### src/rtl/tup_pkg.sv
// Package for the text-to-unsigned parser.
// Holds character codes, digit offsets, parse phase and digit status types.
// No dependencies.
package tup_pkg;

    localparam logic [7:0] CH_SPACE = 8'h20;
    localparam logic [7:0] CH_PLUS  = 8'h2B;
    localparam logic [7:0] CH_ZERO  = 8'h30;
    localparam logic [7:0] CH_NINE  = 8'h39;
    localparam logic [7:0] CH_UP_A  = 8'h41;
    localparam logic [7:0] CH_UP_Z  = 8'h5A;
    localparam logic [7:0] CH_LO_A  = 8'h61;
    localparam logic [7:0] CH_LO_Z  = 8'h7A;
    localparam logic [7:0] CH_UP_X  = 8'h58;
    localparam logic [7:0] CH_LO_X  = 8'h78;

    // letter value = code - (letter 'A' or 'a' - 10)
    localparam logic [7:0] UP_OFS   = 8'h37;
    localparam logic [7:0] LO_OFS   = 8'h57;

    localparam int        BASE_W    = 6;
    localparam logic [5:0] BASE_RST = 6'd10;
    localparam logic [5:0] BASE_8   = 6'd8;
    localparam logic [5:0] BASE_10  = 6'd10;
    localparam logic [5:0] BASE_16  = 6'd16;
    localparam logic [5:0] BASE_0   = 6'd0;

    typedef enum logic [5:0] {
        PH_DONE   = 6'b000001,
        PH_LEAD   = 6'b000010,
        PH_SIGNED = 6'b000100,
        PH_ZERO   = 6'b001000,
        PH_PREFIX = 6'b010000,
        PH_DIGITS = 6'b100000
    } t_phase;

    typedef enum logic [1:0] {
        ST_NONE = 2'd0,
        ST_SOME = 2'd1,
        ST_OVER = 2'd2
    } t_status;

endpackage

### src/rtl/text_to_unsigned_parser.sv
// Streaming text-to-unsigned parser (strtoul style), top level.
// Depends on tup_pkg.
//
// Usage:
//   Slave stream carries one character per transaction: tdata = ch,
//   tuser = start_req (1 marks the first character of a new string).
//   The config channel writes the 6-bit number base (0 = detect from
//   prefix); write it only while no string is in flight.
//   Master stream returns one transaction per terminated string, on the
//   first character that is not a valid digit. Characters after the
//   terminator and before the next start produce nothing.
//   The result is registered in the result register, or in the skid buffer
//   while the result register is held. Throughput: one character per cycle
//   while o_s_tready is high; the whole step (digit decode, one multiply-add
//   by the base, overflow compare) is combinational from the state registers.
//   Stall: a result register plus a one-entry skid buffer; o_s_tready drops
//   only while both hold a result.
//   Reset: phase waits for a start, base register returns to 10, both
//   output entries are emptied.
module text_to_unsigned_parser #(
    parameter int VALUE_WIDTH    = 32,
    parameter int POSITION_WIDTH = 16
) (
    input  logic                          i_clk,
    input  logic                          i_rst_n,
    input  logic                          i_s_tvalid,
    output logic                          o_s_tready,
    input  logic [7:0]                    i_s_tdata,   // [7:0] ch
    input  logic                          i_s_tuser,   // [0] start_req
    output logic                          o_m_tvalid,
    input  logic                          i_m_tready,
    // [VW-1:0] value, [VW] overflow, [VW+1] any_digits, then end_offset
    output logic [((VALUE_WIDTH+POSITION_WIDTH+9)/8)*8-1:0] o_m_tdata,
    input  logic                          i_cfg_valid,
    output logic                          o_cfg_ready,
    input  logic [tup_pkg::BASE_W-1:0]    i_cfg_data
);
    import tup_pkg::*;

    localparam int OUT_W = ((VALUE_WIDTH + POSITION_WIDTH + 9) / 8) * 8;
    localparam int MUL_W = VALUE_WIDTH + BASE_W + 1;

    logic [BASE_W-1:0]         r_number_base;
    t_phase                    r_phase, n_phase;
    logic [VALUE_WIDTH-1:0]    r_acc, n_acc;
    t_status                   r_status, n_status;
    logic [BASE_W-1:0]         r_base, n_base;
    logic [POSITION_WIDTH-1:0] r_pos, n_pos;

    logic                      r_out_valid, r_skid_valid;
    logic [OUT_W-1:0]          r_out_data, r_skid_data;

    logic                      v_first, v_digit, v_emit, v_alnum;
    logic [BASE_W-1:0]         v_d;
    logic [MUL_W-1:0]          v_prod;
    logic [OUT_W-1:0]          v_res;
    logic                      accept, res_new, out_free;

    assign o_cfg_ready = 1'b1;
    assign o_s_tready  = !r_skid_valid;
    assign o_m_tvalid  = r_out_valid;
    assign o_m_tdata   = r_out_data;
    assign accept      = i_s_tvalid && o_s_tready;
    assign res_new     = accept && v_emit;
    assign out_free    = !r_out_valid || i_m_tready;

    always_comb begin
        v_first  = 1'b0;
        v_digit  = 1'b0;
        v_emit   = 1'b0;
        v_alnum  = 1'b1;
        v_d      = '0;
        v_prod   = '0;
        v_res    = '0;
        if (i_s_tuser) begin
            n_phase  = PH_LEAD;
            n_acc    = '0;
            n_status = ST_NONE;
            n_base   = r_number_base;
            n_pos    = '0;
        end else begin
            n_phase  = r_phase;
            n_acc    = r_acc;
            n_status = r_status;
            n_base   = r_base;
            n_pos    = r_pos;
        end

        case (n_phase)
            PH_LEAD: begin
                if (i_s_tdata == CH_PLUS) begin
                    n_phase = PH_SIGNED;
                end else if (i_s_tdata != CH_SPACE) begin
                    v_first = 1'b1;
                end
            end
            PH_SIGNED: begin
                v_first = 1'b1;
            end
            PH_ZERO: begin
                if (i_s_tdata == CH_LO_X || i_s_tdata == CH_UP_X) begin
                    n_base  = BASE_16;
                    n_phase = PH_PREFIX;
                end else begin
                    if (n_base == BASE_0) n_base = BASE_8;
                    n_acc    = '0;
                    n_status = ST_SOME;
                    v_digit  = 1'b1;
                end
            end
            PH_PREFIX, PH_DIGITS: begin
                v_digit = 1'b1;
            end
            default: begin
                n_phase = PH_DONE;
            end
        endcase

        if (v_first) begin
            if ((n_base == BASE_0 || n_base == BASE_16) && i_s_tdata == CH_ZERO) begin
                n_phase = PH_ZERO;
            end else begin
                if (n_base == BASE_0) n_base = BASE_10;
                v_digit = 1'b1;
            end
        end

        if (i_s_tdata inside {[CH_ZERO:CH_NINE]}) begin
            v_d = BASE_W'(i_s_tdata - CH_ZERO);
        end else if (i_s_tdata inside {[CH_UP_A:CH_UP_Z]}) begin
            v_d = BASE_W'(i_s_tdata - UP_OFS);
        end else if (i_s_tdata inside {[CH_LO_A:CH_LO_Z]}) begin
            v_d = BASE_W'(i_s_tdata - LO_OFS);
        end else begin
            v_alnum = 1'b0;
        end
        v_prod = MUL_W'(n_acc) * MUL_W'(n_base) + MUL_W'(v_d);

        if (v_digit) begin
            if (!v_alnum || n_base == BASE_0 || v_d >= n_base) begin
                v_emit = 1'b1;
            end else begin
                if (n_status == ST_OVER || (|v_prod[MUL_W-1:VALUE_WIDTH])) begin
                    n_status = ST_OVER;
                end else begin
                    n_status = ST_SOME;
                    n_acc    = v_prod[VALUE_WIDTH-1:0];
                end
                n_phase = PH_DIGITS;
            end
        end

        if (v_emit) begin
            n_phase = PH_DONE;
            v_res[VALUE_WIDTH-1:0] = (n_status == ST_OVER) ? '1 : n_acc;
            v_res[VALUE_WIDTH]     = (n_status == ST_OVER);
            v_res[VALUE_WIDTH+1]   = (n_status != ST_NONE);
            v_res[VALUE_WIDTH+2 +: POSITION_WIDTH] = (n_status != ST_NONE) ? n_pos : '0;
        end

        if (n_phase != PH_DONE && n_pos != '1) begin
            n_pos = n_pos + POSITION_WIDTH'(1);
        end
    end

    always_ff @(posedge i_clk) begin
        if (!i_rst_n) begin
            r_number_base <= BASE_RST;
            r_phase       <= PH_DONE;
            r_acc         <= '0;
            r_status      <= ST_NONE;
            r_base        <= BASE_RST;
            r_pos         <= '0;
        end else begin
            if (i_cfg_valid) r_number_base <= i_cfg_data;
            if (accept) begin
                r_phase  <= n_phase;
                r_acc    <= n_acc;
                r_status <= n_status;
                r_base   <= n_base;
                r_pos    <= n_pos;
            end
        end
    end

    always_ff @(posedge i_clk) begin
        if (!i_rst_n) begin
            r_out_valid  <= 1'b0;
            r_skid_valid <= 1'b0;
        end else if (out_free) begin
            if (r_skid_valid) begin
                r_out_valid  <= 1'b1;
                r_skid_valid <= 1'b0;
            end else begin
                r_out_valid  <= res_new;
            end
        end else if (res_new) begin
            r_skid_valid <= 1'b1;
        end
    end

    always_ff @(posedge i_clk) begin
        if (out_free) begin
            r_out_data <= r_skid_valid ? r_skid_data : v_res;
        end
        if (res_new && !out_free) begin
            r_skid_data <= v_res;
        end
    end

endmodule
### config.mk
export PLATFORM = sky130hd
export DESIGN_NAME = text_to_unsigned_parser
export DESIGN_NICKNAME = d
export VERILOG_FILES = /design/src/rtl/tup_pkg.sv /design/src/rtl/text_to_unsigned_parser.sv
export SDC_FILE = /design/constraint.sdc
export NUM_CORES = 1
export LEC_CHECK = 0
export BUFFER_PORTS_ARGS = -buffer_cell sky130_fd_sc_hd__buf_2
export CAP_MARGIN = 5
export CELL_PAD_IN_SITES_DETAIL_PLACEMENT = 0
export CELL_PAD_IN_SITES_GLOBAL_PLACEMENT = 1
export CORE_MARGIN = 10
export CORE_UTILIZATION = 35
export CTS_CLUSTER_SIZE = 10
export DETAILED_ROUTE_END_ITERATION = 10
export HOLD_SLACK_MARGIN = 0.05
export PLACE_DENSITY_LB_ADDON = 0.12
export REMOVE_ABC_BUFFERS = 1
export SLEW_MARGIN = 20
export SYNTH_ARGS = -nofsm -noshare
export SYNTH_HDL_FRONTEND = slang
export SYNTH_SLANG_ARGS = --single-unit
### constraint.sdc
create_clock -name i_clk -period 9.71 [get_ports i_clk]
set_input_delay 0.4855 -clock i_clk [delete_from_list [all_inputs] [get_ports i_clk]]
set_output_delay 0.4855 -clock i_clk [all_outputs]
set_load 0.03 [all_outputs]
==> impl_metrics.csv, run 1 <==
group,metric,value,unit
timing,slew_violations,0,
synth,synth_cells,1615,
critical_path,crit_fanout,32,
synth,synth_top_area_share,20.5,%
layout,final_area,16100,um2
critical_path,r2r_slack,1.62,ns
flow_run,cap_violations,0,
cts,clockBufferDepth,2,
synth,yosys_most_used_dff,"edfxtp_1",
layout,fillers,4272,
global_routing,antenna_found_initial,2,
cts,cts-root-buf,"clkbuf_16",
cts,cts_sinks,170,
timing,tightest_slew,0.984,ns
cts,postCtsSetupBuffers,0,
placement,place.gp.congestion,0.856,
drt,via_per_inst,5.49,
pwr,p_total,1.71,mW
global_routing,grt_pass1_wl,71.8,mm
placement,placed_area,15500,um2
layout,finalNetCount,1874,
timing,relSlewSlack,34.0,%
status,run_status,"finished, final reports clean",
synth,synth_edf_count,100,
critical_path,startpoint_type,"flip-flop",
critical_path,cpPeakStageDelay,0.77,ns
global_routing,grt_max_degree,66,
global_routing,grt_pass1_vias,12100,
cts,tritoncts,"built",
synth,ys_seq_area_share,30.1,%
critical_path,cp_common_cell,"a21oi_1",
synth,synth_warnings,0,
synth,synth-seq-cells,170,
timing,period_minus_slack,8.09,ns
drt,first_pass_iters,5,
critical_path,cp-end-kind,"flip-flop",
floorplan,ios,79,
synth,synth_area_leader_cell,"edfxtp_1",
timing,max_freq,124,MHz
floorplan,die_area,50300,um2
critical_path,cp_top_family,"compound AO/OA/AOI/OAI gates",
drt,routed_wl,44.5,mm
critical_path,worstSetupPathType,"flip-flop to flip-flop",
placement,port_buffers,71,
timing,setup_viol,0,
pwr,ir_drop,0.113,mV
hold_path,hp-class,"primary input to flip-flop",
floorplan,fp.dieH,224,um
floorplan,rows,74,
pwr,p_per_area,106,nW/um2
timing,clock_skew,0.0115,ns
layout,drive_gt1_share,9.86,%
pwr,leakage,7.11,nW
synth,syn_avg_cell_area,9.05,um2
global_routing,track_usage,17.9,%
cts,insertion_delay,0.46,ns
drt,vias,11900,
synth,yosysUniqueCellTypes,76,
synth,synth.area.top_cells,"edfxtp_1, fa_1, dfxtp_1",
timing,finalCritPeriodShare,83.3,%
synth,syn_area,14600,um2
drt,drc_errors,0,
synth,async_flop_share,0,%
placement,pre_cts_slack,1.34,ns
timing,fin_ws,1.62,ns
cts,hold_buffers,0,
cts,clk_pin_slew_worst_paths,0.08,ns
critical_path,crit_slowest_cell,"a211oi_1",
cts,cts_buffers,17,
layout,antennaDiodeCount,0,
floorplan,core_area,41100,um2
placement,dp_hpwl,32.6,mm
drt,drt_iter0_drc,751,
timing,rsz0062_at_grt,"no",
layout,area_delta_synth_final,9.83,%
cts,cts_resized,0,
critical_path,cp_data_arrival_time,8.25,ns
critical_path,worst-path-buf-inv,4,
critical_path,cp.required,9.88,ns
timing,finalHoldViolCount,0,
floorplan,die_x,224,um
drt,wl_per_cell,20.5,um
floorplan,initial_core_util,35.6,%
drt,ant_nets,0,
global_routing,globalRouteOverflowTotal,0,
cts,cts-htree-levels,4,
path summary, 6_finish.rpt:
path,start,endpoint,cells after the start
worst max-delay path,r_phase[5]$_SDFFE_PN0P_,o_m_tdata[31]$_DFFE_PP_,25
worst min-delay path,i_cfg_data[3],r_number_base[3]$_SDFFE_PN1P_,3
worst max register to register,r_phase[5]$_SDFFE_PN0P_,o_m_tdata[31]$_DFFE_PP_,25
worst min register to register,r_status[0]$_SDFFE_PN0P_,r_status[0]$_SDFFE_PN0P_,2
per-stage QoR:
step | hold WS (ns) | utilization, % | instances | setup TNS, ns
after detailed placement | 0.472 | 37.6 | 2143 | 0
final | 0.256 | 39.1 | 2175 | 0
after global routing | 0.260 | 39.1 | 2175 | 0
after global placement | 0.466 | 37.6 | 2143 | 0
after floorplan | 0.445 | - | 1516 | -36.70
after CTS | 0.239 | 39.1 | 2175 | 0
flip-flops by register name, indices dropped and copies added (netlist names):
name	count
r_acc	32
r_base	6
r_skid_data	50
o_m_tdata	50
o_m_tvalid	1
r_phase	6
r_skid_valid	1
r_number_base	6
r_status	2
r_pos	16
placed cells by master, fill, tap and decap left out, types with 5 or more instances in the layout:
master / n
xnor2_1: 22
xor2_1: 13
o21a_1: 6
a31oi_1: 8
a21oi_1: 189
mux2_2: 5
o21ai_0: 30
a211oi_1: 10
buf_2: 71
ha_1: 100
a41oi_1: 6
o21ai_1: 40
o31ai_1: 8
nor2b_1: 11
a22o_1: 15
o21bai_1: 5
conb_1: 7
nor2_1: 183
nand2_1: 119
fa_1: 124
inv_1: 72
a21o_1: 19
or2_2: 8
nand3_1: 85
nand2b_1: 6
nor4_1: 8
buf_4: 24
o211ai_1: 9
edfxtp_1: 100
nand4_1: 21
nor3_1: 16
mux2i_1: 15
dfxtp_1: 69
or3_1: 7
and2_1: 89
and3_1: 13
clkbuf_16: 17
routing by layer:
metal | share of wire, % | global-route usage [%] | vias up | routed length, um
met5 | 0.061 | 0 | - | 27
met4 | 1.7 | 5.26 | 4 | 775
met3 | 4.7 | 3.01 | 43 | 2080
met2 | 44 | 27.1 | 252 | 19800
met1 | 49 | 25.7 | 5940 | 21800
li1 | - | - | 5703 | -
where the power goes:
part / total [mW] / leakage (nW) / switching [mW] / internal, mW
Combinational: 0.228 / 5.29 / 0.172 / 0.0560
Sequential: 0.794 / 1.53 / 0.0107 / 0.783
Clock: 0.687 / 0.284 / 0.344 / 0.342
Total: 1.71 / 7.11 / 0.527 / 1.18
synth_stat cells (30+ instances only):
| library cell | number |
|---|---|
| a21oi_1 | 192 |
| and2_1 | 89 |
| clkbuf_1 | 78 |
| dfxtp_1 | 70 |
| edfxtp_1 | 100 |
| fa_1 | 124 |
| ha_1 | 100 |
| inv_1 | 72 |
| nand2_1 | 120 |
| nand3_1 | 85 |
| nor2_1 | 185 |
| o21ai_0 | 30 |
| o21ai_1 | 40 |
logic make-up (layout without fill, tap and decap cells):
group | Yosys count | in the layout | share of synthesized area (%)
simple gates | 596 | 596 | 19.7
compound gates | 391 | 391 | 16.3
fa+ha+maj | 224 | 224 | 25.5
buf+inv | 177 | 200 | 4.84
flops | 170 | 170 | 30.1
xor+xnor | 35 | 35 | 2.10
mux | 20 | 20 | 1.41
other cells | 2 | 7 | 0.0514
worst register-to-register path: stages, from the launching register on:
cell	delay (ns)
dfxtp_1	0.35
nor2_1	0.23
and4_1	0.44
nand2_1	0.24
and2_1	0.25
nor3_2	0.12
buf_4	0.40
nand2_1	0.14
fa_1	0.51
fa_1	0.55
inv_1	0.06
fa_1	0.53
inv_1	0.06
fa_1	0.53
inv_1	0.04
ha_1	0.37
a21oi_1	0.17
o211ai_1	0.22
a211oi_1	0.77
a2bb2oi_1	0.27
a21oi_1	0.15
a21oi_1	0.27
xor2_1	0.24
a41oi_1	0.14
a21oi_1	0.56
a21oi_1	0.19
layout make-up:
cell class / instances / area, um2 / share of cell area [%]
inverters: 73 / 274 / 1.71
multi-input cells: 1273 / 9600 / 59.8
well taps: 532 / 666 / 4.15
clock buffers: 17 / 425 / 2.65
flip-flops and latches: 170 / 4410 / 27.4
repair buffers: 95 / 536 / 3.33
clock inverters: 15 / 156 / 0.974
No activity file was read; power rests on OpenSTA's default activity.
==> inputs of run 2 (changes only) <==
ABC_AREA = 1   (was unset)
clock period = 7.5 ns   (was 9.71 ns; I/O delays follow)
==> run 2 against run 1 <==
  * Synthesized cell count grew 28%
  * Design area grew 7.9%
  * Register-to-register slack lost 0.96 ns
  * Combinational power grew to 3.0 times the previous value
  * Critical path depth grew 8
  * Clock skew grew 0.0086 ns
  * Worst hold slack lost 0.12 ns
  * Setup slack lost 1.1 ns
  * First-iteration DRC count grew 20%
  * Count of clock-buffer cells in the layout grew 3
  * Utilization grew 0.29 points
  * Sequential power grew 30%
  * Largest power group unchanged
==> impl_metrics.csv, run 2 <==
group,metric,value,unit
synth,synth_edf_count,100,
timing,tightest_slew,0.850,ns
timing,slew_violations,0,
layout,drive_gt1_share,8.74,%
critical_path,cpPeakStageDelay,0.54,ns
timing,finalSetupTns,0,ns
timing,setup_viol,0,
status,run_status,"finished, final reports clean",
global_routing,met3_usage,2.44,%
layout,layout_commonest_cell,"nand2_1",
pwr,seq_power_share,39.3,%
drt,vias,13600,
pwr,pwr-share-clk,34.4,%
drt,drc_errors,0,
timing,fin_hold_ws,0.138,ns
placement,dp_hpwl,37.8,mm
drt,ant_nets,0,
pwr,swShare,34.9,%
synth,synth-seq-cells,170,
layout,finalNetCount,2383,
floorplan,initial_core_util,35.2,%
drt,drt_iter0_drc,903,
critical_path,cp-end-kind,"flip-flop",
floorplan,rows,77,
global_routing,grt_pass1_wl,78.0,mm
timing,finalHoldViolCount,0,
floorplan,fp.dieH,230,um
critical_path,startpoint_type,"primary input",
pwr,p_per_area,152,nW/um2
critical_path,crit_fanout,32,
timing,fin_ws,0.566,ns
drt,first_pass_iters,5,
drt,via_per_inst,4.94,
global_routing,track_usage,18.5,%
synth,synth_common_cells,"nand2_1, nor2_1, inv_1, fa_1, a21oi_1",
placement,pre_cts_slack,-0.107,ns
cts,clockBufferDepth,2,
pwr,internal_power,1.71,mW
synth,synth.area.top_cells,"edfxtp_1, fa_1, nand2_1",
pwr,switching_power,0.921,mW
global_routing,grt_max_degree,80,
synth,synth_warnings,0,
synth,synth_top_area_share,19.4,%
floorplan,ios,79,
global_routing,grt_pass1_vias,13700,
timing,max_freq,144,MHz
synth,synth_cells,2072,
synth,async_flop_share,0,%
floorplan,die_x,230,um
floorplan,die_area,53100,um2
layout,antennaDiodeCount,0,
synth,yosys_most_used_dff,"edfxtp_1",
placement,port_buffers,71,
pwr,leakage,8.93,nW
drt,routed_wl,48.5,mm
flow_run,cap_violations,0,
synth,synth_area_leader_cell,"edfxtp_1",
cts,cts-root-buf,"clkbuf_16",
cts,postCtsSetupBuffers,0,
hold_path,hp-class,"primary input to flip-flop",
floorplan,core_area,44000,um2
synth,syn_avg_cell_area,7.48,um2
timing,period_minus_slack,6.93,ns
critical_path,cp.required,7.90,ns
timing,clock_skew,0.0201,ns
pwr,p_total,2.64,mW
cts,tritoncts,"built",
placement,place.gp.congestion,0.930,
critical_path,worstSetupPathType,"primary input to flip-flop",
synth,syn_area,15500,um2
global_routing,antenna_found_initial,0,
layout,area_delta_synth_final,11.8,%
cts,cts_sinks,170,
cts,insertion_delay,0.46,ns
global_routing,grt.busiest_layer,"met2",
drt,wl_per_cell,17.7,um
pwr,combPwrFrac,26.3,%
timing,rsz0062_at_grt,"no",
cts,cts-htree-levels,4,
critical_path,cp_data_arrival_time,7.33,ns
synth,synth_most_common_cell,"nand2_1",
timing,relSlewSlack,43.1,%
layout,mostFrequentLayoutCells,"nand2_1, nor2_1, inv_1, fa_1, a21oi_1",
synth,ys_seq_area_share,28.4,%
timing,finalCritPeriodShare,92.5,%
cts,hold_buffers,0,
global_routing,met2_usage,28.0,%
cts,clk_pin_slew_worst_paths,0.08,ns
cts,cts_buffers,17,
pwr,ir_drop,0.162,mV
global_routing,globalRouteMet1Util,27.4,%
synth,yosysUniqueCellTypes,47,
global_routing,globalRouteOverflowTotal,0,
critical_path,crit_slowest_cell,"fa_1",
[run 2: worst paths after layout]
path                            from                       endpoint  slack, ns  depth (start not counted)
min                    i_cfg_data[3]  r_number_base[3]$_SDFFE_PN1P_       0.14                          3
max reg2reg  r_phase[3]$_SDFFE_PN0P_         r_acc[28]$_SDFFE_PN0P_       0.66                         32
min reg2reg    r_pos[7]$_SDFFE_PN0P_          r_pos[7]$_SDFFE_PN0P_       0.47                          2
max                        i_s_tuser         r_acc[28]$_SDFFE_PN0P_       0.57                         33
[run 2: stage by stage]
| step | area (um2) | utilization (%) | cells |
|---|---|---|---|
| 2_1_floorplan | 15100 | - | 1989 |
| 3_3_place_gp | 16700 | 38.0 | 2712 |
| 3_5_place_dp | 16700 | 38.0 | 2712 |
| 4_1_cts | 17300 | 39.3 | 2744 |
| 5_1_grt | 17300 | 39.4 | 2744 |
| 6_report | 17300 | 39.4 | 2744 |
[run 2: power groups by stage]
stage / clock network (mW) / registers [mW] / logic, mW
final: 0.907 / 1.03 / 0.694
after global routing: 0.962 / 1.04 / 0.779
after CTS: 0.933 / 1.03 / 0.697
after detailed placement: 0 / 1.06 / 0.690
after global placement: 0 / 1.06 / 0.695
after floorplan: 0 / 1.09 / 0.411
[run 2: routing by layer]
metal  wire [um]  vias up
met3        1870       27
met4         561        0
met5           0        -
met1       24900     6524
met2       21100      277
li1            -     6726
[run 2: timing repair]
action,CTS,global route
hold endpoints to repair,0,0
setup endpoints to repair,0,33
gates resized for setup,0,2
[run 2: cell type report]
cell class | instances | area (um2)
Multi-Input combinational cell | 1487 | 9510
Inverter | 332 | 1250
Fill cell | 4687 | 26700
Clock buffer | 20 | 447
Tap cell | 592 | 741
Timing Repair Buffer | 131 | 850
Sequential cell | 170 | 4400
Clock inverter | 12 | 130
[run 2: logic make-up (layout without fill, tap and decap cells)]
family	Yosys count	in the layout	share of synthesized area, %
AO/OA/AOI/OAI	301	301	10.5
XOR/XNOR	39	39	2.20
adder cells (fa/ha/maj)	224	224	24.1
buffers and inverters	420	495	10.5
flip-flops	170	170	28.4
multiplexers	1	1	0.0646
other	2	7	0.0484
AND/OR/NAND/NOR	915	915	24.2
[run 2: worst max-delay path, delay by kind of cell]
kind,cells,cell delay [ns]
and+or+nand+nor,17,2.85
adders and majority gates,5,2.33
AOI/OAI and AO/OA,2,0.20
buffers and inverters,9,1.51
